## config.mk

```make
export PLATFORM = sky130hd
export DESIGN_NAME = implicit_list_heap_allocator
export DESIGN_NICKNAME = d
export VERILOG_FILES = /design/src/hw/rtl/ilh_pkg.sv /design/src/hw/rtl/ilh_ram.sv /design/src/hw/rtl/ilh_ctrl.sv /design/src/hw/rtl/implicit_list_heap_allocator.sv
export SDC_FILE = /design/constraint.sdc
export NUM_CORES = 1
export LEC_CHECK = 0
export ABC_AREA = 1
export BUFFER_PORTS_ARGS = -buffer_cell sky130_fd_sc_hd__buf_4
export CORE_ASPECT_RATIO = 0.5
export CORE_UTILIZATION = 55
export DETAILED_ROUTE_END_ITERATION = 10
export PLACE_DENSITY = 0.79
export SLEW_MARGIN = 25
export SYNTH_ARGS = -nofsm -noshare
export SYNTH_HDL_FRONTEND = slang
export SYNTH_SLANG_ARGS = --single-unit
```

## constraint.sdc

```tcl
create_clock -name clk_i -period 4.8 [get_ports clk_i]
set_input_delay 0.48 -clock clk_i [delete_from_list [all_inputs] [get_ports clk_i]]
set_output_delay 0.48 -clock clk_i [all_outputs]
set_load 0.02 [all_outputs]
```

## src/hw/rtl/ilh_pkg.sv

```systemverilog
// shared types and constants for the implicit list heap allocator
`timescale 1ns / 1ps
package ilh_pkg;

  localparam int DEFAULT_HEAP_BYTES = 16;
  localparam int DATA_W = 8;
  // wide enough for a heap position plus a header size
  localparam int SUM_W = 9;

  localparam logic CMD_ALLOC = 1'b0;
  localparam logic CMD_FREE  = 1'b1;

  localparam logic [2:0] ST_ALLOCATED   = 3'd0;
  localparam logic [2:0] ST_NO_SPACE    = 3'd1;
  localparam logic [2:0] ST_FREED       = 3'd2;
  localparam logic [2:0] ST_DOUBLE_FREE = 3'd3;
  localparam logic [2:0] ST_NULL        = 3'd4;

  typedef struct packed {
    logic       command;
    logic [7:0] request_size;
    logic [6:0] release_index;
  } ilh_req_t;

  typedef struct packed {
    logic [2:0] status;
    logic [6:0] payload_index;
    logic [7:0] block_bytes;
  } ilh_rsp_t;

endpackage

```

## src/hw/rtl/ilh_ram.sv

```systemverilog
// heap byte memory, one write port and one registered read port
`timescale 1ns / 1ps
module ilh_ram import ilh_pkg::*; #(
  parameter int HEAP_BYTES = DEFAULT_HEAP_BYTES,
  parameter int AW = $clog2(HEAP_BYTES)
) (
  input  logic              clk_i,
  input  logic              we_i,
  input  logic [AW-1:0]     waddr_i,
  input  logic [DATA_W-1:0] wdata_i,
  input  logic              re_i,
  input  logic [AW-1:0]     raddr_i,
  output logic [DATA_W-1:0] rdata_o
);

  logic [DATA_W-1:0] mem [HEAP_BYTES];
  logic [DATA_W-1:0] rdata_q;

  always_ff @(posedge clk_i) begin
    if (we_i) begin
      mem[waddr_i] <= wdata_i;
    end
    if (re_i) begin
      rdata_q <= mem[raddr_i];
    end
  end

  assign rdata_o = rdata_q;

endmodule

```

## src/hw/rtl/ilh_ctrl.sv

```systemverilog
// request sequencer: header walk for allocate, forward merge for free
`timescale 1ns / 1ps
module ilh_ctrl import ilh_pkg::*; #(
  parameter int HEAP_BYTES = DEFAULT_HEAP_BYTES,
  parameter int AW = $clog2(HEAP_BYTES),
  parameter int PW = $clog2(HEAP_BYTES + 1)
) (
  input  logic              clk_i,
  input  logic              rst_ni,
  input  logic              start,
  output logic              busy,
  input  ilh_req_t          req_i,
  output logic              done_o,
  output ilh_rsp_t          rsp_o,
  output logic              mem_we_o,
  output logic [AW-1:0]     mem_waddr_o,
  output logic [DATA_W-1:0] mem_wdata_o,
  output logic              mem_re_o,
  output logic [AW-1:0]     mem_raddr_o,
  input  logic [DATA_W-1:0] mem_rdata_i
);

  typedef enum logic [2:0] {
    S_CLEAR,
    S_IDLE,
    S_A_CHK,
    S_A_SPLIT,
    S_F_HDR,
    S_F_CHK
  } state_e;

  localparam logic [DATA_W-1:0] HEAP_HDR = DATA_W'(HEAP_BYTES) & ~DATA_W'(1);
  localparam logic [SUM_W-1:0]  HEAP_SZ  = SUM_W'(HEAP_BYTES);
  localparam logic [PW-1:0]     LAST_POS = PW'(HEAP_BYTES - 1);

  state_e            state_q, state_d;
  logic [PW-1:0]     pos_q, pos_d;
  logic [DATA_W-1:0] total_q, total_d;
  logic [SUM_W-1:0]  need_q, need_d;
  logic [6:0]        idx_q, idx_d;
  logic              done_q, done_d;
  ilh_rsp_t          rsp_q, rsp_d;

  logic [DATA_W-1:0] bsize;
  logic [SUM_W-1:0]  pos_ext;
  logic [SUM_W-1:0]  blk_end;
  logic [SUM_W-1:0]  tail;
  logic [SUM_W-1:0]  next_end;
  logic [DATA_W-1:0] merged;
  logic [DATA_W-1:0] rest;
  logic [SUM_W-1:0]  idx_m1;
  logic              fits;

  assign bsize    = mem_rdata_i & ~DATA_W'(1);
  assign pos_ext  = SUM_W'(pos_q);
  assign blk_end  = pos_ext + SUM_W'(bsize);
  assign tail     = pos_ext + SUM_W'(total_q);
  assign next_end = tail + SUM_W'(bsize);
  assign merged   = total_q + bsize;
  assign rest     = bsize - need_q[DATA_W-1:0];
  assign idx_m1   = SUM_W'(req_i.release_index) - SUM_W'(1);
  assign fits     = !mem_rdata_i[0] && (SUM_W'(bsize) >= need_q);

  always_comb begin
    state_d     = state_q;
    pos_d       = pos_q;
    total_d     = total_q;
    need_d      = need_q;
    idx_d       = idx_q;
    done_d      = 1'b0;
    rsp_d       = rsp_q;
    mem_we_o    = 1'b0;
    mem_waddr_o = '0;
    mem_wdata_o = '0;
    mem_re_o    = 1'b0;
    mem_raddr_o = '0;

    unique case (state_q)
      S_CLEAR: begin
        mem_we_o    = 1'b1;
        mem_waddr_o = pos_q[AW-1:0];
        mem_wdata_o = (pos_q == '0) ? HEAP_HDR : '0;
        if (pos_q == LAST_POS) begin
          pos_d   = '0;
          state_d = S_IDLE;
        end else begin
          pos_d = pos_q + PW'(1);
        end
      end

      S_IDLE: begin
        if (start) begin
          idx_d = req_i.release_index;
          if (req_i.command == CMD_FREE) begin
            if (req_i.release_index == '0) begin
              done_d = 1'b1;
              rsp_d  = '{status: ST_NULL, payload_index: '0, block_bytes: '0};
            end else if (idx_m1 >= HEAP_SZ) begin
              done_d = 1'b1;
              rsp_d  = '{status: ST_DOUBLE_FREE, payload_index: req_i.release_index,
                         block_bytes: '0};
            end else begin
              pos_d       = PW'(idx_m1);
              mem_re_o    = 1'b1;
              mem_raddr_o = idx_m1[AW-1:0];
              state_d     = S_F_HDR;
            end
          end else begin
            // odd sizes round up by one, even sizes by two
            need_d      = SUM_W'(req_i.request_size | 8'd1) + SUM_W'(1);
            pos_d       = '0;
            mem_re_o    = 1'b1;
            mem_raddr_o = '0;
            state_d     = S_A_CHK;
          end
        end
      end

      S_A_CHK: begin
        if (bsize == '0 || blk_end > HEAP_SZ) begin
          done_d  = 1'b1;
          rsp_d   = '{status: ST_NO_SPACE, payload_index: '0, block_bytes: '0};
          state_d = S_IDLE;
        end else if (fits) begin
          mem_we_o    = 1'b1;
          mem_waddr_o = pos_q[AW-1:0];
          mem_wdata_o = need_q[DATA_W-1:0] | DATA_W'(1);
          rsp_d = '{status: ST_ALLOCATED, payload_index: 7'(pos_ext + SUM_W'(1)),
                    block_bytes: need_q[DATA_W-1:0]};
          if (rest != '0) begin
            pos_d   = PW'(pos_ext + need_q);
            total_d = rest;
            state_d = S_A_SPLIT;
          end else begin
            done_d  = 1'b1;
            state_d = S_IDLE;
          end
        end else if (blk_end >= HEAP_SZ) begin
          done_d  = 1'b1;
          rsp_d   = '{status: ST_NO_SPACE, payload_index: '0, block_bytes: '0};
          state_d = S_IDLE;
        end else begin
          pos_d       = PW'(blk_end);
          mem_re_o    = 1'b1;
          mem_raddr_o = blk_end[AW-1:0];
        end
      end

      S_A_SPLIT: begin
        // free header for the remainder behind the new block
        mem_we_o    = 1'b1;
        mem_waddr_o = pos_q[AW-1:0];
        mem_wdata_o = total_q;
        done_d      = 1'b1;
        state_d     = S_IDLE;
      end

      S_F_HDR: begin
        if (!mem_rdata_i[0]) begin
          done_d  = 1'b1;
          rsp_d   = '{status: ST_DOUBLE_FREE, payload_index: idx_q, block_bytes: '0};
          state_d = S_IDLE;
        end else if (blk_end >= HEAP_SZ) begin
          mem_we_o    = 1'b1;
          mem_waddr_o = pos_q[AW-1:0];
          mem_wdata_o = bsize;
          done_d      = 1'b1;
          rsp_d       = '{status: ST_FREED, payload_index: idx_q, block_bytes: bsize};
          state_d     = S_IDLE;
        end else begin
          total_d     = bsize;
          mem_re_o    = 1'b1;
          mem_raddr_o = blk_end[AW-1:0];
          state_d     = S_F_CHK;
        end
      end

      S_F_CHK: begin
        // stop at a used or empty header, or one that runs past the end
        if (mem_rdata_i[0] || bsize == '0 || next_end > HEAP_SZ) begin
          mem_we_o    = 1'b1;
          mem_waddr_o = pos_q[AW-1:0];
          mem_wdata_o = total_q & ~DATA_W'(1);
          done_d      = 1'b1;
          rsp_d       = '{status: ST_FREED, payload_index: idx_q, block_bytes: total_q};
          state_d     = S_IDLE;
        end else if (next_end >= HEAP_SZ) begin
          mem_we_o    = 1'b1;
          mem_waddr_o = pos_q[AW-1:0];
          mem_wdata_o = merged & ~DATA_W'(1);
          done_d      = 1'b1;
          rsp_d       = '{status: ST_FREED, payload_index: idx_q, block_bytes: merged};
          state_d     = S_IDLE;
        end else begin
          total_d     = merged;
          mem_re_o    = 1'b1;
          mem_raddr_o = next_end[AW-1:0];
        end
      end

      default: begin
        state_d = S_IDLE;
      end
    endcase
  end

  always_ff @(posedge clk_i or negedge rst_ni) begin
    if (!rst_ni) begin
      state_q <= S_CLEAR;
      pos_q   <= '0;
      done_q  <= 1'b0;
    end else begin
      state_q <= state_d;
      pos_q   <= pos_d;
      done_q  <= done_d;
    end
  end

  always_ff @(posedge clk_i) begin
    total_q <= total_d;
    need_q  <= need_d;
    idx_q   <= idx_d;
    rsp_q   <= rsp_d;
  end

  assign busy   = (state_q != S_IDLE);
  assign done_o = done_q;
  assign rsp_o  = rsp_q;

endmodule

```

## src/hw/rtl/implicit_list_heap_allocator.sv

```systemverilog
// top level of the implicit list heap allocator
`timescale 1ns / 1ps
// First-fit byte heap allocator. A request is taken when start is high and
// busy is low; its result appears on rsp_o when done_o is high for exactly
// one cycle, and must be captured then. All heap headers live in one memory
// with a single registered read port, so the walk reads one header at a
// time. An allocate visits headers from the start of the heap, writes the
// header of the block it takes, and writes a split header behind it when a
// remainder is left; a free reads the freed block's header, then the headers
// behind it, merging those that are free, and a null or out-of-range free is
// answered without a memory read. After reset busy stays high while the
// memory is written to its initial image.
module implicit_list_heap_allocator import ilh_pkg::*; #(
  parameter int HEAP_BYTES = DEFAULT_HEAP_BYTES
) (
  input  logic     clk_i,
  input  logic     rst_ni,
  input  logic     start,
  output logic     busy,
  input  ilh_req_t req_i,
  output logic     done_o,
  output ilh_rsp_t rsp_o
);

  localparam int AW = $clog2(HEAP_BYTES);
  localparam int PW = $clog2(HEAP_BYTES + 1);

  logic              mem_we;
  logic [AW-1:0]     mem_waddr;
  logic [DATA_W-1:0] mem_wdata;
  logic              mem_re;
  logic [AW-1:0]     mem_raddr;
  logic [DATA_W-1:0] mem_rdata;

  ilh_ctrl #(
    .HEAP_BYTES(HEAP_BYTES),
    .AW        (AW),
    .PW        (PW)
  ) u_ctrl (
    .clk_i      (clk_i),
    .rst_ni     (rst_ni),
    .start      (start),
    .busy       (busy),
    .req_i      (req_i),
    .done_o     (done_o),
    .rsp_o      (rsp_o),
    .mem_we_o   (mem_we),
    .mem_waddr_o(mem_waddr),
    .mem_wdata_o(mem_wdata),
    .mem_re_o   (mem_re),
    .mem_raddr_o(mem_raddr),
    .mem_rdata_i(mem_rdata)
  );

  ilh_ram #(
    .HEAP_BYTES(HEAP_BYTES),
    .AW        (AW)
  ) u_ram (
    .clk_i  (clk_i),
    .we_i   (mem_we),
    .waddr_i(mem_waddr),
    .wdata_i(mem_wdata),
    .re_i   (mem_re),
    .raddr_i(mem_raddr),
    .rdata_o(mem_rdata)
  );

endmodule
```

## Yosys cells after proc, flatten, opt, wreduce, memory -nomap -nowiden

Memories as Yosys holds them, arrays and structs flattened. A register that Yosys moved wholly into a read port is not among the register bits.
Cells that the tools add are included.
W data, S select, Z words.

| storage, ports and cells | value |
|---|---|
| flip-flop bits (word level) | 51 |
| latch bits | 0 |
| bits in writable memories | 128 |
| bits in read-only memories | 0 |
| bits of input ports | 19 |
| output and inout port bits | 20 |
| logic and storage cells | 171 |
| memories | 1 |

| cells by class | value |
|---|---|
| add/sub/neg operators | 10 |
| multipliers | 0 |
| divide/modulo/power cells | 0 |
| magnitude comparators | 6 |
| eq/ne operators | 25 |
| shifts and indexed selects | 0 |
| multiplexer cells | 99 |
| bitwise logic cells | 1 |
| reductions and logical operators | 20 |

Memories:

| name | depth | bits a word | read ports | clocked after memory_dff | write ports | line | text |
|---|---|---|---|---|---|---|---|
| u_ram.mem | 16 | 8 | 1 | 1 | 1 | ilh_ram.sv:16 | `logic [DATA_W-1:0] mem [HEAP_BYTES];` |

Operator list:

| kind | number |
|---|---|
| $mux W18 | 11 |
| $mux W8 | 13 |
| $pmux W18 S4 | 1 |
| $mux W4 | 16 |
| $mux W5 | 10 |
| $pmux W8 S5 | 1 |
| $mux W3 | 12 |
| $pmux W4 S4 | 2 |
| $ge A9 B5 Y1 const B | 3 |
| $mux W1 | 26 |
| $pmux W8 S3 | 1 |
| $add A5 B8 Y9 | 2 |
| $gt A9 B5 Y1 const B | 2 |
| $pmux W3 S5 | 1 |
| $pmux W5 S3 | 1 |
| $reduce_and A7 Y1 | 2 |
| $ne A2 B2 Y1 const B | 6 |
| $ne A3 B3 Y1 const B | 4 |
| $add A8 B1 Y9 const B | 1 |
| $add A9 B8 Y9 | 1 |
| $ge A8 B9 Y1 | 1 |
| $ne A3 B1 Y1 const B | 3 |
| $add A8 B8 Y8 | 1 |
| $logic_not A8 Y1 | 1 |
| other kinds (30) | 39 |

## Depth between registers and ports, before layout

| logic depth | value |
|---|---|
| depth after elaboration | 8 |
| mapped depth | 24 |
| gate-level depth less buffers | 22 |

## Modules after synthesis

From an unflattened synthesis, not the netlist that was laid out.

| second synthesis, totals | value |
|---|---|
| cell total of the unflattened synthesis | 1176 |
| area, all modules | 10435.0 µm² |

By module, submodules not included:

| module | times used | cells an instance | area an instance (µm²) | seq. area each (µm²) |
|---|---|---|---|---|
| ilh_ram | 1 | 551 | 5853.1 | 4083.9 |
| ilh_ctrl | 1 | 625 | 4581.9 | 1396.3 |

## Least setup slack after synthesis

OpenSTA, ideal clock, no wires.

| timing path | value |
|---|---|
| path kind | register -> register |
| start point | register u_ram.rdata_q[2] (netlist: u_ram.rdata_o[2]), read port of u_ram.mem |
| end point | register u_ctrl.rsp_q, in the netlist u_ctrl.rsp_o[10] (enable) |
| library setup time | 0.421 ns |
| data arrival time | 3.692 ns |
| data required time | 4.379 ns |
| path slack | 0.687 ns |
| stages on the path, launching flop included | 14 |
| path buffers | 0 |
| period minus slack after synthesis | 4.113 ns |
| path through | edfxtp_1 fa_1 ha_1 inv_1 fa_1 inv_1 nand3_1 nand3b_1 nand2_1 nand2_1 nor2_1 nand4_2 nand3_2 a221oi_1 |

| on the way | value |
|---|---|
| cells in the longest elaborated chain, start to end | 5 |
| elaborated cells between the ends (all ways) | 16 |
| those cells by class | add/sub (2); order compare (5); eq/ne (3); reduce/logical (6) |

Ends and longest elaborated chain:

| what | line | text |
|---|---|---|
| start, declared | ilh_ram.sv:17 | `logic [DATA_W-1:0] rdata_q;` |
| $add A9 B8 Y9, or another cell as far along | ilh_ctrl.sv:58 | `assign next_end = tail + SUM_W'(bsize);` |
| $gt A9 B5 Y1, or another cell as far along | ilh_ctrl.sv:180 | `if (mem_rdata_i[0] \|\| bsize == '0 \|\| next_end > HEAP_SZ) begin` |
| $logic_or A1 B1 Y1, on equally long branches | ilh_ctrl.sv:180, ilh_ctrl.sv:120 |  |
| $ne A3 B1 Y1 (no source line) / $ne A4 B1 Y1 (equally long branches) | -- |  |
| $reduce_and A7 Y1 (no source line) (*) | -- |  |
| end signal, assigned | ilh_ctrl.sv:223 | `rsp_q <= rsp_d;` |
| end, declared | ilh_ctrl.sv:42 | `ilh_rsp_t rsp_q, rsp_d;` |

Every way passes the cells marked *; elsewhere a longest branch is shown, timed or not.
A chain may end at the register's enable or synchronous reset.

## Final worst setup path

| timing path | value |
|---|---|
| start point | register u_ctrl.pos_q[1] |
| end point | register u_ram.rdata_q[6] (netlist: u_ram.rdata_o[6]), read port of u_ram.mem, data pin |

| on the way | value |
|---|---|
| cells in the longest elaborated chain, start to end | 6 |
| elaborated cells between the ends (all ways) | 23 |
| those cells by class | add/sub (3); order compare (4); mux (14); reduce/logical (2) |

Ends and longest elaborated chain:

| what | line | text |
|---|---|---|
| start, declared | ilh_ctrl.sv:37 | `logic [PW-1:0] pos_q, pos_d;` |
| start signal, assigned | ilh_ctrl.sv:214 | `pos_q <= pos_d;` |
| $add A5 B8 Y9, on equally long branches | ilh_ctrl.sv:57, ilh_ctrl.sv:56 |  |
| $add A9 B8 Y9 / $ge A9 B5 Y1 (equally long branches) | ilh_ctrl.sv:58, ilh_ctrl.sv:138, ilh_ctrl.sv:163 |  |
| $ge A9 B5 Y1, or another cell as far along | ilh_ctrl.sv:187 | `end else if (next_end >= HEAP_SZ) begin` |
| $mux W4, or another cell as far along | ilh_ctrl.sv:187 |  |
| $mux W4, or another cell as far along | ilh_ctrl.sv:180 |  |
| $pmux W4 S4 / $pmux W1 S4 (equally long branches) | ilh_ctrl.sv:78 | `unique case (state_q)` |

Parallel ways exist; a longest one is shown, timed or not.

==> impl_results.md <==
- Status: completed
- Reg2reg end: u_ram.rdata_o[6]
- Cts bufs inserted: 17
- Port Buffers: 36
- Most Frequent Cell on Critical Path: nand2_1
- Diode count: 0
- Area growth from synthesis to layout: 10.67%
- Hold Crit Class: in -> reg
- Worst EP required: 4.98 ns
- Power Total: 0.006859 W
- Crit path launch type: register
- Die Wd: 197.8 microns
- R2r startpoint: u_ctrl.pos_q[1]
- Number of global-route vias before repair: 8127
- Mapped Area: 0.01054 sq mm
- # H-tree levels: 4
- Comb pwr share: 0.441
- Hold Path Origin: req_i[6]
- R2R depth: 23
- # clock sinks: 184
- Multi-input gate area in the final layout: 0.004059 sq mm
- Clk root buf: clkbuf_16
- I/O Pins: 39
- R2r setup slk: 0.33 ns
- Synth Register Bits: 184
- GRT overflow: 0
- Crit path DAT: 4.65 ns
- Period utilization: 0.9309
- Syn Nets: 1198
- Most frequent cells in the layout: nand2_1 (219), inv_1 (188), nand3_1 (175), edfxtp_1 (175), nor2_1 (62)
- CTS tree: yes
- Clock power frac: 0.194
- Max VDD drop: 0.3365 mV
- Critical Path Start: u_ctrl.pos_q[1]
- Clock latency on the worst-skew pair: 0.44 ns
- PD cells: 587.9 mW/mm^2
- Hold Crit Depth: 1
- DRT antenna net count: 0
- Worst-path cell chain: inv_1, fa_1, inv_1, ha_1, inv_1, fa_1, inv_1, nand3_1, nand2_1, nand2_1, nand2_1, nand2_1, nor2_1, nand4_2, nand3_2, nand2_2, nand2_2, buf_12, nand2_1, nand3_1, nand3_1, nand3_1, nand2_1
- Actual slew at the worst max-slew pin: 0.9204 ns
- RSZ-0062 raised after global routing: false
- Crit Path Max Fanout: 47
- Crit. End Element: register
- Final Setup Violations: 0
- Via count: 8317
- WS Path Type: reg -> reg
- Max Slew Vio Count: 0
- Fill count: 1483
- Internal: 0.003979 W
- GRT Total Usage: 0.2855
- Slowest stage cell, crit path: dfrtp_1
- CP top delay family: simple AND/OR/NAND/NOR gates
- Worst Path Buf+Inv: 5
- Min Tclk post-route: 4.468 ns
- Pleak: 5.062 nW
- Initial antenna violation count: 0
- Setup TNS: 0 ns
- P_sw: 0.002879 W
- Synth cell types: 46
- Register area share after synthesis: 0.5198
- Share of cells above drive strength 1: 0.1181
- DRT Pass-1 Iters: 5
- Post-CTS sizing: 0
- FMAX: 223.8 MHz
- Final WS setup: 0.3316 ns
- Full die area: 0.01976 sq mm
- Sw Ratio: 0.4198
- Final HPWL DP: 19100 microns
- Post CTS Setup Buffer Count: 0
- DR vias/cell: 5.724
- Final hold viol count: 0
- Crit path to: u_ram.rdata_o[6]
- Nets: 1245
- Syn avg cell area: 9.289 sq um
- Register area: 0.005480 sq mm
- Routed len/inst: 18.50 microns
- CP max stage delay: 0.47 ns
- Max Cap Viol: 0
- Slew headroom: 0.3864
- # DRC: 0
- Hold Buf Count CTS: 1
- Initial core utilization: 0.5678
- Initial DRC count: 875
- Clock Skew: 0.01353 ns
- Commonest non-fill, non-tap cell in the layout: nand2_1
- Global-route wire length before repair: 42540 microns
- Routed wire length: 26890 microns
- Synth Instances: 1135
- Routability congestion estimate: 0.9693
- Post-Route Utilization: 0.6284
- Area of the core: 0.01857 sq mm
- Clock tree buffer depth: 2
- Yosys warns: 0
- Post-placement worst setup slack: 0.4792 ns
- Row count: 35
- Largest net degree at the start of global routing: 49
- Crit path depth: 23
- Die Span Y: 99.90 microns
- Clock Pin Slew Worst Setup and Hold Paths: 0.07 ns
- Reg power frac: 0.365
## power groups by stage
stage	clock network [W]	registers [W]	logic (W)
after CTS	0.00133	0.00250	0.00297
after global routing	0.00139	0.00253	0.00332
after detailed placement	0	0.00253	0.00295
after floorplan	0	0.00258	0.00192
final	0.00133	0.00250	0.00302
after global placement	0	0.00252	0.00286
## area by class of cell
type                            count  share of cell area
Clock buffer                       18             0.03678
Clock inverter                     13             0.01008
Inverter                          207             0.06660
Multi-Input combinational cell    710              0.3479
Sequential cell                   184              0.4697
Tap cell                          259             0.02777
Timing Repair Buffer               62             0.04118
## metal layers
metal | vias up | GRT usage | routed length [microns]
met2 | 388 | 0.4477 | 12210
met3 | 79 | 0.05477 | 2129
met4 | 0 | 0.1294 | 900
met1 | 3944 | 0.3894 | 11650
li1 | 3906 | - | -
met5 | - | 0 | 0
## registers in the layout, summed over array words and instances, names as in the netlist
signal          count
u_ctrl.done_o       1
u_ctrl.idx_q        7
u_ctrl.need_q       8
u_ctrl.pos_q        5
u_ctrl.rsp_o       17
u_ctrl.state_q      3
u_ctrl.total_q      7
u_ram.mem         128
u_ram.rdata_o       8
## stage by stage
step	hold slack, ns	area, sq um	std cells
finish	0.2353	11670	1453
global route	0.2233	11670	1453
CTS	0.2275	11670	1453
detailed placement	0.3185	11110	1421
global placement	0.3158	11110	1421
floorplan	0.1844	10540	1135
## how the worst min path moves through the flow
stage / endpoint / slack, ns
floorplan: u_ctrl.done_o / 0.18
global placement: u_ctrl.pos_q[4] / 0.32
detailed placement: u_ctrl.pos_q[4] / 0.32
CTS: u_ctrl.idx_q[6] / 0.23
global route: u_ctrl.idx_q[6] / 0.22
finish: u_ctrl.idx_q[6] / 0.24
## cells in the mapped netlist, drive strengths merged
cell type,instances,area [sq um]
nand2,227,872.1
clkbuf,5,18.77
xnor2,7,61.31
a21o,1,7.510
edfxtp,175,5255
a21oi,24,120.1
o221ai,9,78.83
nand3b,35,262.8
o2111ai,6,52.55
o211ai,8,60.06
nand4,10,68.81
conb,1,3.750
fa,9,180.2
inv,205,769.5
and2,2,12.51
o31ai,1,7.510
or2,5,31.28
nor3,15,95.09
o21ai,25,136.4
a221oi,3,26.28
ha,35,437.9
a31oi,1,6.260
nor4,1,6.260
xor2,20,175.2
buf,29,221.5
o211a,1,10.01
a22oi,6,45.04
nor2,70,295.3
o21bai,2,15.01
clkinv,2,7.510
nor3b,2,15.01
nand3,181,943.4
o22ai,3,18.77
dfrtp,9,225.2
## worst register-to-register path: stages (launching register included)
cell     delay, ns
dfrtp_1       0.47
inv_1         0.20
fa_1          0.40
inv_1         0.07
ha_1          0.22
inv_1         0.08
fa_1          0.42
inv_1         0.10
nand3_1       0.10
nand2_1       0.09
nand2_1       0.05
nand2_1       0.06
nand2_1       0.07
nor2_1        0.15
nand4_2       0.26
nand3_2       0.22
nand2_2       0.26
nand2_2       0.20
buf_12        0.24
nand2_1       0.10
nand3_1       0.09
nand3_1       0.13
nand3_1       0.14
nand2_1       0.10
## cell families after synthesis
logic type,Yosys count,share of synthesized area
AO/OA/AOI/OAI,90,0.05543
XOR/XNOR,27,0.02243
adder cells (fa/ha/maj),44,0.05863
buffers and inverters,241,0.09649
flip-flops,184,0.5198
other,1,0.0003557
AND/OR/NAND/NOR,548,0.2469
Power figures use the tool's default switching activity.
